==> config.mk <==
export PLATFORM = sky130hd
export DESIGN_NAME = ddo_ctrl
export DESIGN_NICKNAME = d
export VERILOG_FILES = /design/src/hw/rtl/ddo_pkg.sv /design/src/hw/rtl/ddo_ctrl.sv
export SDC_FILE = /design/constraint.sdc
export NUM_CORES = 1
export LEC_CHECK = 0
export ABC_AREA = 1
export BUFFER_PORTS_ARGS = -buffer_cell sky130_fd_sc_hd__buf_2
export CORE_ASPECT_RATIO = 0.75
export CORE_MARGIN = 1.5
export CORE_UTILIZATION = 58
export CTS_BUF_LIST = sky130_fd_sc_hd__clkbuf_4
export CTS_CLUSTER_DIAMETER = 60
export DETAILED_ROUTE_END_ITERATION = 7
export PLACE_DENSITY = 0.76
export SYNTH_ARGS = -nofsm -noshare
export SYNTH_HDL_FRONTEND = slang
export SYNTH_SLANG_ARGS = --single-unit
==> constraint.sdc <==
create_clock -name clk -period 3.3 [get_ports clk]
set_input_delay 0.66 -clock clk [delete_from_list [all_inputs] [get_ports clk]]
set_output_delay 0.66 -clock clk [all_outputs]
set_load 0.01 [all_outputs]
==> src/hw/rtl/ddo_pkg.sv <==
// Shared types, constants and tables for the wheel odometry core.
package ddo_pkg;

    // Configuration register indexes
    localparam logic [1:0] REG_LEFT_DPT  = 2'd0;
    localparam logic [1:0] REG_RIGHT_DPT = 2'd1;
    localparam logic [1:0] REG_INV_BASE  = 2'd2;

    localparam logic [23:0] LEFT_DPT_RESET  = 24'd531784;
    localparam logic [23:0] RIGHT_DPT_RESET = 24'd502240;
    localparam logic [23:0] INV_BASE_RESET  = 24'd309130;

    localparam logic [31:0] TURN_PER_RAD = 32'd683565276;
    localparam logic [31:0] US_PER_S     = 32'd1000000;
    localparam logic signed [35:0] CORDIC_GAIN = 36'sd652032874;

    typedef struct packed {
        logic signed [31:0] left_count;
        logic signed [31:0] right_count;
        logic [23:0]        elapsed_us;
    } in_t;

    typedef struct packed {
        logic signed [31:0] pos_x;
        logic signed [31:0] pos_y;
        logic [31:0]        heading;
        logic signed [15:0] quat_z;
        logic signed [15:0] quat_w;
        logic signed [31:0] lin_vel;
        logic signed [31:0] ang_vel;
        logic               zero_interval;
    } out_t;

    typedef enum logic [3:0] {
        MUL_NONE = 4'd0,
        MUL_DL   = 4'd1,
        MUL_DR   = 4'd2,
        MUL_RLO  = 4'd3,
        MUL_RHI  = 4'd4,
        MUL_ULO  = 4'd5,
        MUL_UHI  = 4'd6,
        MUL_XLO  = 4'd7,
        MUL_XHI  = 4'd8,
        MUL_YLO  = 4'd9,
        MUL_YHI  = 4'd10,
        MUL_VLO  = 4'd11,
        MUL_VHI  = 4'd12
    } mul_sel_t;

    typedef enum logic [3:0] {
        TAKE_NONE = 4'd0,
        TAKE_DL   = 4'd1,
        TAKE_DR   = 4'd2,
        TAKE_SD   = 4'd3,
        TAKE_RLO  = 4'd4,
        TAKE_RHI  = 4'd5,
        TAKE_ULO  = 4'd6,
        TAKE_UHI  = 4'd7,
        TAKE_XLO  = 4'd8,
        TAKE_XHI  = 4'd9,
        TAKE_YLO  = 4'd10,
        TAKE_YHI  = 4'd11,
        TAKE_VLO  = 4'd12,
        TAKE_VHI  = 4'd13
    } take_sel_t;

    typedef struct packed {
        logic       capture;
        mul_sel_t   mul_sel;
        take_sel_t  take_sel;
        logic       cordic_init;
        logic       cordic_step;
        logic       cordic_fin;
        logic [4:0] iter;
        logic       pass2;
        logic       div_step;
        logic       div_fin;
        logic       vel_ang;
        logic       load_out;
    } cmd_t;

    // Arctangent of 2^-i as a binary angle
    function automatic logic [31:0] atan_turn(input logic [4:0] i);
        logic [31:0] r;
        case (i)
            5'd0:  r = 32'd536870912;
            5'd1:  r = 32'd316933406;
            5'd2:  r = 32'd167458907;
            5'd3:  r = 32'd85004756;
            5'd4:  r = 32'd42667331;
            5'd5:  r = 32'd21354465;
            5'd6:  r = 32'd10679838;
            5'd7:  r = 32'd5340245;
            5'd8:  r = 32'd2670163;
            5'd9:  r = 32'd1335087;
            5'd10: r = 32'd667544;
            5'd11: r = 32'd333772;
            5'd12: r = 32'd166886;
            5'd13: r = 32'd83443;
            5'd14: r = 32'd41722;
            5'd15: r = 32'd20861;
            5'd16: r = 32'd10430;
            5'd17: r = 32'd5215;
            5'd18: r = 32'd2608;
            5'd19: r = 32'd1304;
            5'd20: r = 32'd652;
            5'd21: r = 32'd326;
            5'd22: r = 32'd163;
            5'd23: r = 32'd81;
            5'd24: r = 32'd41;
            5'd25: r = 32'd20;
            5'd26: r = 32'd10;
            5'd27: r = 32'd5;
            5'd28: r = 32'd3;
            5'd29: r = 32'd1;
            5'd30: r = 32'd1;
            default: r = 32'd0;
        endcase
        return r;
    endfunction

endpackage

==> src/hw/rtl/ddo_ctrl.sv <==
// Sequencer for the odometry datapath: one request at a time.
module ddo_ctrl #(
    parameter int CORDIC_STEPS = 16
) (
    input  logic          clk,
    input  logic          rst_n,
    input  logic          in_valid,
    output logic          in_ready,
    output logic          out_valid,
    input  logic          out_ready,
    output ddo_pkg::cmd_t cmd
);

    localparam int STEPS = (CORDIC_STEPS > 32) ? 32 : CORDIC_STEPS;
    localparam logic [5:0] CORDIC_LAST = 6'(STEPS - 1);
    localparam logic [5:0] DIV_LAST    = 6'd63;

    typedef enum logic [24:0] {
        S_IDLE  = 25'b1 << 0,
        S_M_L   = 25'b1 << 1,
        S_M_R   = 25'b1 << 2,
        S_T_R   = 25'b1 << 3,
        S_SD    = 25'b1 << 4,
        S_R_LO  = 25'b1 << 5,
        S_R_HI  = 25'b1 << 6,
        S_T_RH  = 25'b1 << 7,
        S_U_LO  = 25'b1 << 8,
        S_U_HI  = 25'b1 << 9,
        S_T_UH  = 25'b1 << 10,
        S_C_INIT = 25'b1 << 11,
        S_C_ITER = 25'b1 << 12,
        S_C_FIN = 25'b1 << 13,
        S_X_LO  = 25'b1 << 14,
        S_X_HI  = 25'b1 << 15,
        S_Y_LO  = 25'b1 << 16,
        S_Y_HI  = 25'b1 << 17,
        S_T_YH  = 25'b1 << 18,
        S_V_LO  = 25'b1 << 19,
        S_V_HI  = 25'b1 << 20,
        S_T_VH  = 25'b1 << 21,
        S_D_ITER = 25'b1 << 22,
        S_D_FIN = 25'b1 << 23,
        S_OUT   = 25'b1 << 24
    } state_t;

    state_t     state_reg, state_next;
    logic [5:0] cnt_reg, cnt_next;
    logic       pass2_reg, pass2_next;
    logic       ang_reg, ang_next;
    logic       out_valid_reg, out_valid_next;

    assign in_ready  = (state_reg == S_IDLE);
    assign out_valid = out_valid_reg;

    always_comb
    begin
        state_next     = state_reg;
        cnt_next       = cnt_reg;
        pass2_next     = pass2_reg;
        ang_next       = ang_reg;
        out_valid_next = out_valid_reg;
        if (out_valid_reg && out_ready)
        begin
            out_valid_next = 1'b0;
        end
        cmd             = '0;
        cmd.mul_sel     = ddo_pkg::MUL_NONE;
        cmd.take_sel    = ddo_pkg::TAKE_NONE;
        cmd.iter        = cnt_reg[4:0];
        cmd.pass2       = pass2_reg;
        cmd.vel_ang     = ang_reg;
        case (state_reg)
            S_IDLE:
            begin
                if (in_valid)
                begin
                    cmd.capture = 1'b1;
                    pass2_next  = 1'b0;
                    ang_next    = 1'b0;
                    state_next  = S_M_L;
                end
            end
            S_M_L:
            begin
                cmd.mul_sel = ddo_pkg::MUL_DL;
                state_next  = S_M_R;
            end
            S_M_R:
            begin
                cmd.mul_sel  = ddo_pkg::MUL_DR;
                cmd.take_sel = ddo_pkg::TAKE_DL;
                state_next   = S_T_R;
            end
            S_T_R:
            begin
                cmd.take_sel = ddo_pkg::TAKE_DR;
                state_next   = S_SD;
            end
            S_SD:
            begin
                cmd.take_sel = ddo_pkg::TAKE_SD;
                state_next   = S_R_LO;
            end
            S_R_LO:
            begin
                cmd.mul_sel = ddo_pkg::MUL_RLO;
                state_next  = S_R_HI;
            end
            S_R_HI:
            begin
                cmd.mul_sel  = ddo_pkg::MUL_RHI;
                cmd.take_sel = ddo_pkg::TAKE_RLO;
                state_next   = S_T_RH;
            end
            S_T_RH:
            begin
                cmd.take_sel = ddo_pkg::TAKE_RHI;
                state_next   = S_U_LO;
            end
            S_U_LO:
            begin
                cmd.mul_sel = ddo_pkg::MUL_ULO;
                state_next  = S_U_HI;
            end
            S_U_HI:
            begin
                cmd.mul_sel  = ddo_pkg::MUL_UHI;
                cmd.take_sel = ddo_pkg::TAKE_ULO;
                state_next   = S_T_UH;
            end
            S_T_UH:
            begin
                cmd.take_sel = ddo_pkg::TAKE_UHI;
                state_next   = S_C_INIT;
            end
            S_C_INIT:
            begin
                cmd.cordic_init = 1'b1;
                cnt_next        = '0;
                state_next      = S_C_ITER;
            end
            S_C_ITER:
            begin
                cmd.cordic_step = 1'b1;
                cnt_next        = cnt_reg + 6'd1;
                if (cnt_reg == CORDIC_LAST)
                begin
                    state_next = S_C_FIN;
                end
            end
            S_C_FIN:
            begin
                cmd.cordic_fin = 1'b1;
                state_next     = pass2_reg ? S_V_LO : S_X_LO;
            end
            S_X_LO:
            begin
                cmd.mul_sel = ddo_pkg::MUL_XLO;
                state_next  = S_X_HI;
            end
            S_X_HI:
            begin
                cmd.mul_sel  = ddo_pkg::MUL_XHI;
                cmd.take_sel = ddo_pkg::TAKE_XLO;
                state_next   = S_Y_LO;
            end
            S_Y_LO:
            begin
                cmd.mul_sel  = ddo_pkg::MUL_YLO;
                cmd.take_sel = ddo_pkg::TAKE_XHI;
                state_next   = S_Y_HI;
            end
            S_Y_HI:
            begin
                cmd.mul_sel  = ddo_pkg::MUL_YHI;
                cmd.take_sel = ddo_pkg::TAKE_YLO;
                state_next   = S_T_YH;
            end
            S_T_YH:
            begin
                cmd.take_sel = ddo_pkg::TAKE_YHI;
                pass2_next   = 1'b1;
                state_next   = S_C_INIT;
            end
            S_V_LO:
            begin
                cmd.mul_sel = ddo_pkg::MUL_VLO;
                state_next  = S_V_HI;
            end
            S_V_HI:
            begin
                cmd.mul_sel  = ddo_pkg::MUL_VHI;
                cmd.take_sel = ddo_pkg::TAKE_VLO;
                state_next   = S_T_VH;
            end
            S_T_VH:
            begin
                cmd.take_sel = ddo_pkg::TAKE_VHI;
                cnt_next     = '0;
                state_next   = S_D_ITER;
            end
            S_D_ITER:
            begin
                cmd.div_step = 1'b1;
                cnt_next     = cnt_reg + 6'd1;
                if (cnt_reg == DIV_LAST)
                begin
                    state_next = S_D_FIN;
                end
            end
            S_D_FIN:
            begin
                cmd.div_fin = 1'b1;
                if (ang_reg)
                begin
                    state_next = S_OUT;
                end
                else
                begin
                    ang_next   = 1'b1;
                    state_next = S_V_LO;
                end
            end
            S_OUT:
            begin
                // hold until the output register is free
                if (!out_valid_reg || out_ready)
                begin
                    cmd.load_out   = 1'b1;
                    out_valid_next = 1'b1;
                    state_next     = S_IDLE;
                end
            end
            default:
            begin
                state_next = S_IDLE;
            end
        endcase
    end

    always_ff @(posedge clk or negedge rst_n)
    begin
        if (!rst_n)
        begin
            state_reg     <= S_IDLE;
            cnt_reg       <= '0;
            pass2_reg     <= 1'b0;
            ang_reg       <= 1'b0;
            out_valid_reg <= 1'b0;
        end
        else
        begin
            state_reg     <= state_next;
            cnt_reg       <= cnt_next;
            pass2_reg     <= pass2_next;
            ang_reg       <= ang_next;
            out_valid_reg <= out_valid_next;
        end
    end

endmodule

==> impl_metrics.csv <==
group,metric,value,unit
grt,grt_busiest_layer,"met1",
hold_path,hold_path_class,"primary input to async pin",
power_and_ir_drop,vdd_ir_drop_max,0.498,mV
sta,hold_violations,0,
floorplan,placement_rows,19,
sta,timing.hold.ws,0.362,ns
yosys,synthesis.nets,322,
detailed_routing,number_of_drc_markers_in_iteration_0,171,
floorplan,die_y,56.1,um
critical_path,cp-start-kind,"flip-flop",
final_layout,mostFrequentLayoutCells,"sky130_fd_sc_hd__nand2_1, sky130_fd_sc_hd__nor2_1, sky130_fd_sc_hd__inv_1",
place,placement.cell_area,0.00229,mm2
yosys,ys.warnings.count,0,
final_layout,layout-drive-gt1-share,17.9,%
sta,post-route-min-period,2.94,ns
detailed_routing,drc,0,
clocking,cts_inserted_buffers,5,
grt,grtUsageMet1,42.5,%
sta,worst-slew-pin-transition,0.753,ns
final_layout,antenna_cells_inserted,0,
floorplan,floorplan.core_area,0.00364,mm2
clocking,clock_latency,0.35,ns
sta,rsz0062_at_grt,"false",
detailed_routing,post_drt_wl_per_cell,12.5,um
yosys,sequential_cell_area_fraction_in_the_yosys_report,39.0,%
floorplan,die_area,0.00415,mm2
place,gp_congestion,0.974,
clocking,cts_post_setup_buffers_inserted,0,
grt,globalRoute.totalOverflow,0,
clocking,cts_num_sinks,34,
detailed_routing,wirelength,4.91,mm
critical_path,crit_path_max_fanout,12,
yosys,post_synth_instance_area,0.00218,mm2
detailed_routing,detailroute.via_count,2015,
critical_path,critical_path_class,"flip-flop to primary output",
clocking,clock-root-buffer,"sky130_fd_sc_hd__clkbuf_4",
yosys,synth_cells,317,
place,detailedPlacementHpwl,3.78,mm
sta,skew,0.0123,ns
grt,grt_first_pass_wirelength,8.22,mm
final_layout,finalNetCount,345,
clocking,ctsHtreeMaxLevel,2,
grt,grt.total_usage,27.1,%
power_and_ir_drop,power_density,432,mW/mm2
clocking,clock_tree_from_tritoncts,"done",
floorplan,io_pins,28,
final_layout,leading_cell_type_in_the_layout_fill_and_taps_excluded,"sky130_fd_sc_hd__nand2_1",
detailed_routing,ant_nets,0,
sta,fin_tns_setup,0,ns
critical_path,timing.reg2reg.setup_slack,1.20,ns
grt,grt_antenna_before_repair,0,
yosys,synth_area_per_cell,6.89,um2
sta,maxSlewViolCount,0,
grt,via_count_of_the_first_global_routing_pass,1766,
yosys,synth-seq-cells,34,
grt,grt_start_max_net_pins,35,
yosys,yosysUniqueCellTypes,27,
status,run_status,"finished, final reports clean",
detailed_routing,drt-vias-per-instance,5.13,
place,dpl_worst_slack,0.796,ns
critical_path,arrival_time_at_the_worst_endpoint,2.28,ns
sta,layout_setup_ws,0.365,ns
job,number_of_max_cap_violations,0,
final_layout,largest_reg_flops,25,
critical_path,r2r_cells,7,
final_layout,layout.cell_area.non_filler,0.00235,mm2
sta,fmax,0.341,GHz
grt,globalRouteMet3Util,6.34,%
sta,final_min_period_over_clock_period,89.0,%
floorplan,initial_core_util,60.0,%
clocking,max-clock-path-buffers,2,
sta,setup_viol_count_final,0,
final_layout,area.growth.synth_to_final,7.56,%
critical_path,crit_path_end_kind,"primary output",
place,port_buf_inserts,27,
grt,grt_util_met2,35.5,%
critical_path,regToRegEndpoint,"cnt_reg[3]",
sta,max-slew-margin-rel,49.8,%
detailed_routing,detailedRoute.firstPassIterationCount,5,
critical_path,worst_ep_required_time,2.64,ns
power_and_ir_drop,power.static_leakage,1.39,nW
clocking,hold_bufs_inserted_after_cts,0,
clocking,worst_setup_hold_path_clk_slew,0.11,ns
clocking,post_cts_resize_count,0,
critical_path,regToRegStartpoint,"state_reg[17]",
floorplan,die_width,73.8,um
## metal layers
layer  wire [um]  vias to the layer above  share of wire (%)
li1            -                     1012                  -
met1        2440                      929                 50
met2        2000                       68                 41
met3         388                        6                7.9
met4          76                        0                1.5
met5           0                        -                  0
## cells in the mapped netlist (all sizes together)
cell | number | area [um2]
nor2 | 84 | 383
nand2 | 79 | 312
inv | 49 | 189
dfrtp | 33 | 826
nand3 | 23 | 138
nor3 | 15 | 80.1
buf | 11 | 90.1
o21ai | 9 | 45.0
nand4 | 3 | 18.8
a21oi | 2 | 10.0
o22ai | 2 | 12.5
xnor2 | 2 | 17.5
xor2 | 2 | 17.5
and3 | 1 | 6.26
dfstp | 1 | 26.3
ha | 1 | 12.5
## area by class of cell
class,instances,area (um2)
Inverter,49,189
Multi-Input combinational cell,223,1050
Clock inverter,2,10.0
Sequential cell,34,852
Tap cell,52,65.1
Timing Repair Buffer,27,135
Clock buffer,6,45.0
Fill cell,346,1290
## per-stage QoR
stage | total power [mW] | cells | util [%]
after global routing | 1.08 | 393 | 64.6
final | 1.01 | 393 | 64.6
after CTS | 1.01 | 393 | 64.6
after global placement | 0.779 | 385 | 63.1
after detailed placement | 0.780 | 385 | 63.1
after floorplan | 0.713 | 317 | -
## power breakdown
part | total, mW | leakage (nW) | switching, mW | internal, mW
Sequential | 0.453 | 0.471 | 0.0131 | 0.440
Clock | 0.238 | 0.0354 | 0.149 | 0.0893
Combinational | 0.323 | 0.883 | 0.230 | 0.0931
## worst max-delay path, cell delays in order, from the launching register on
cell,delay (ns)
sky130_fd_sc_hd__dfstp_2,0.55
sky130_fd_sc_hd__nor2_1,0.04
sky130_fd_sc_hd__nand2_1,0.19
sky130_fd_sc_hd__nor2_4,0.09
sky130_fd_sc_hd__nand2_2,0.26
sky130_fd_sc_hd__nor2_1,0.11
sky130_fd_sc_hd__nor2_1,0.20
sky130_fd_sc_hd__inv_1,0.08
sky130_fd_sc_hd__nor3_1,0.13
sky130_fd_sc_hd__nand4_1,0.11
sky130_fd_sc_hd__buf_2,0.15
## worst max-delay path by stage
| stage | from | to | slack [ns] | depth (start not counted) |
|---|---|---|---|---|
| CTS | state_reg[0] | cmd[13] | 0.40 | 10 |
| finish | state_reg[0] | cmd[13] | 0.36 | 10 |
| global placement | state_reg[0] | cmd[13] | 0.79 | 10 |
| floorplan | state_reg[0] | cmd[13] | 1.13 | 10 |
| detailed placement | state_reg[0] | cmd[13] | 0.80 | 10 |
| global route | state_reg[17] | cmd[21] | 0.17 | 6 |
## cells by family (layout without fill, tap and decap cells)
family	count (synthesis)	count (layout)	share of synthesized area [%]
buf+inv	60	84	12.8
compound gates	13	13	3.09
fa+ha+maj	1	1	0.573
flops	34	34	39.0
simple gates	205	205	42.9
xor+xnor	4	4	1.60
Note: power is estimated with default switching activity, not from simulation.
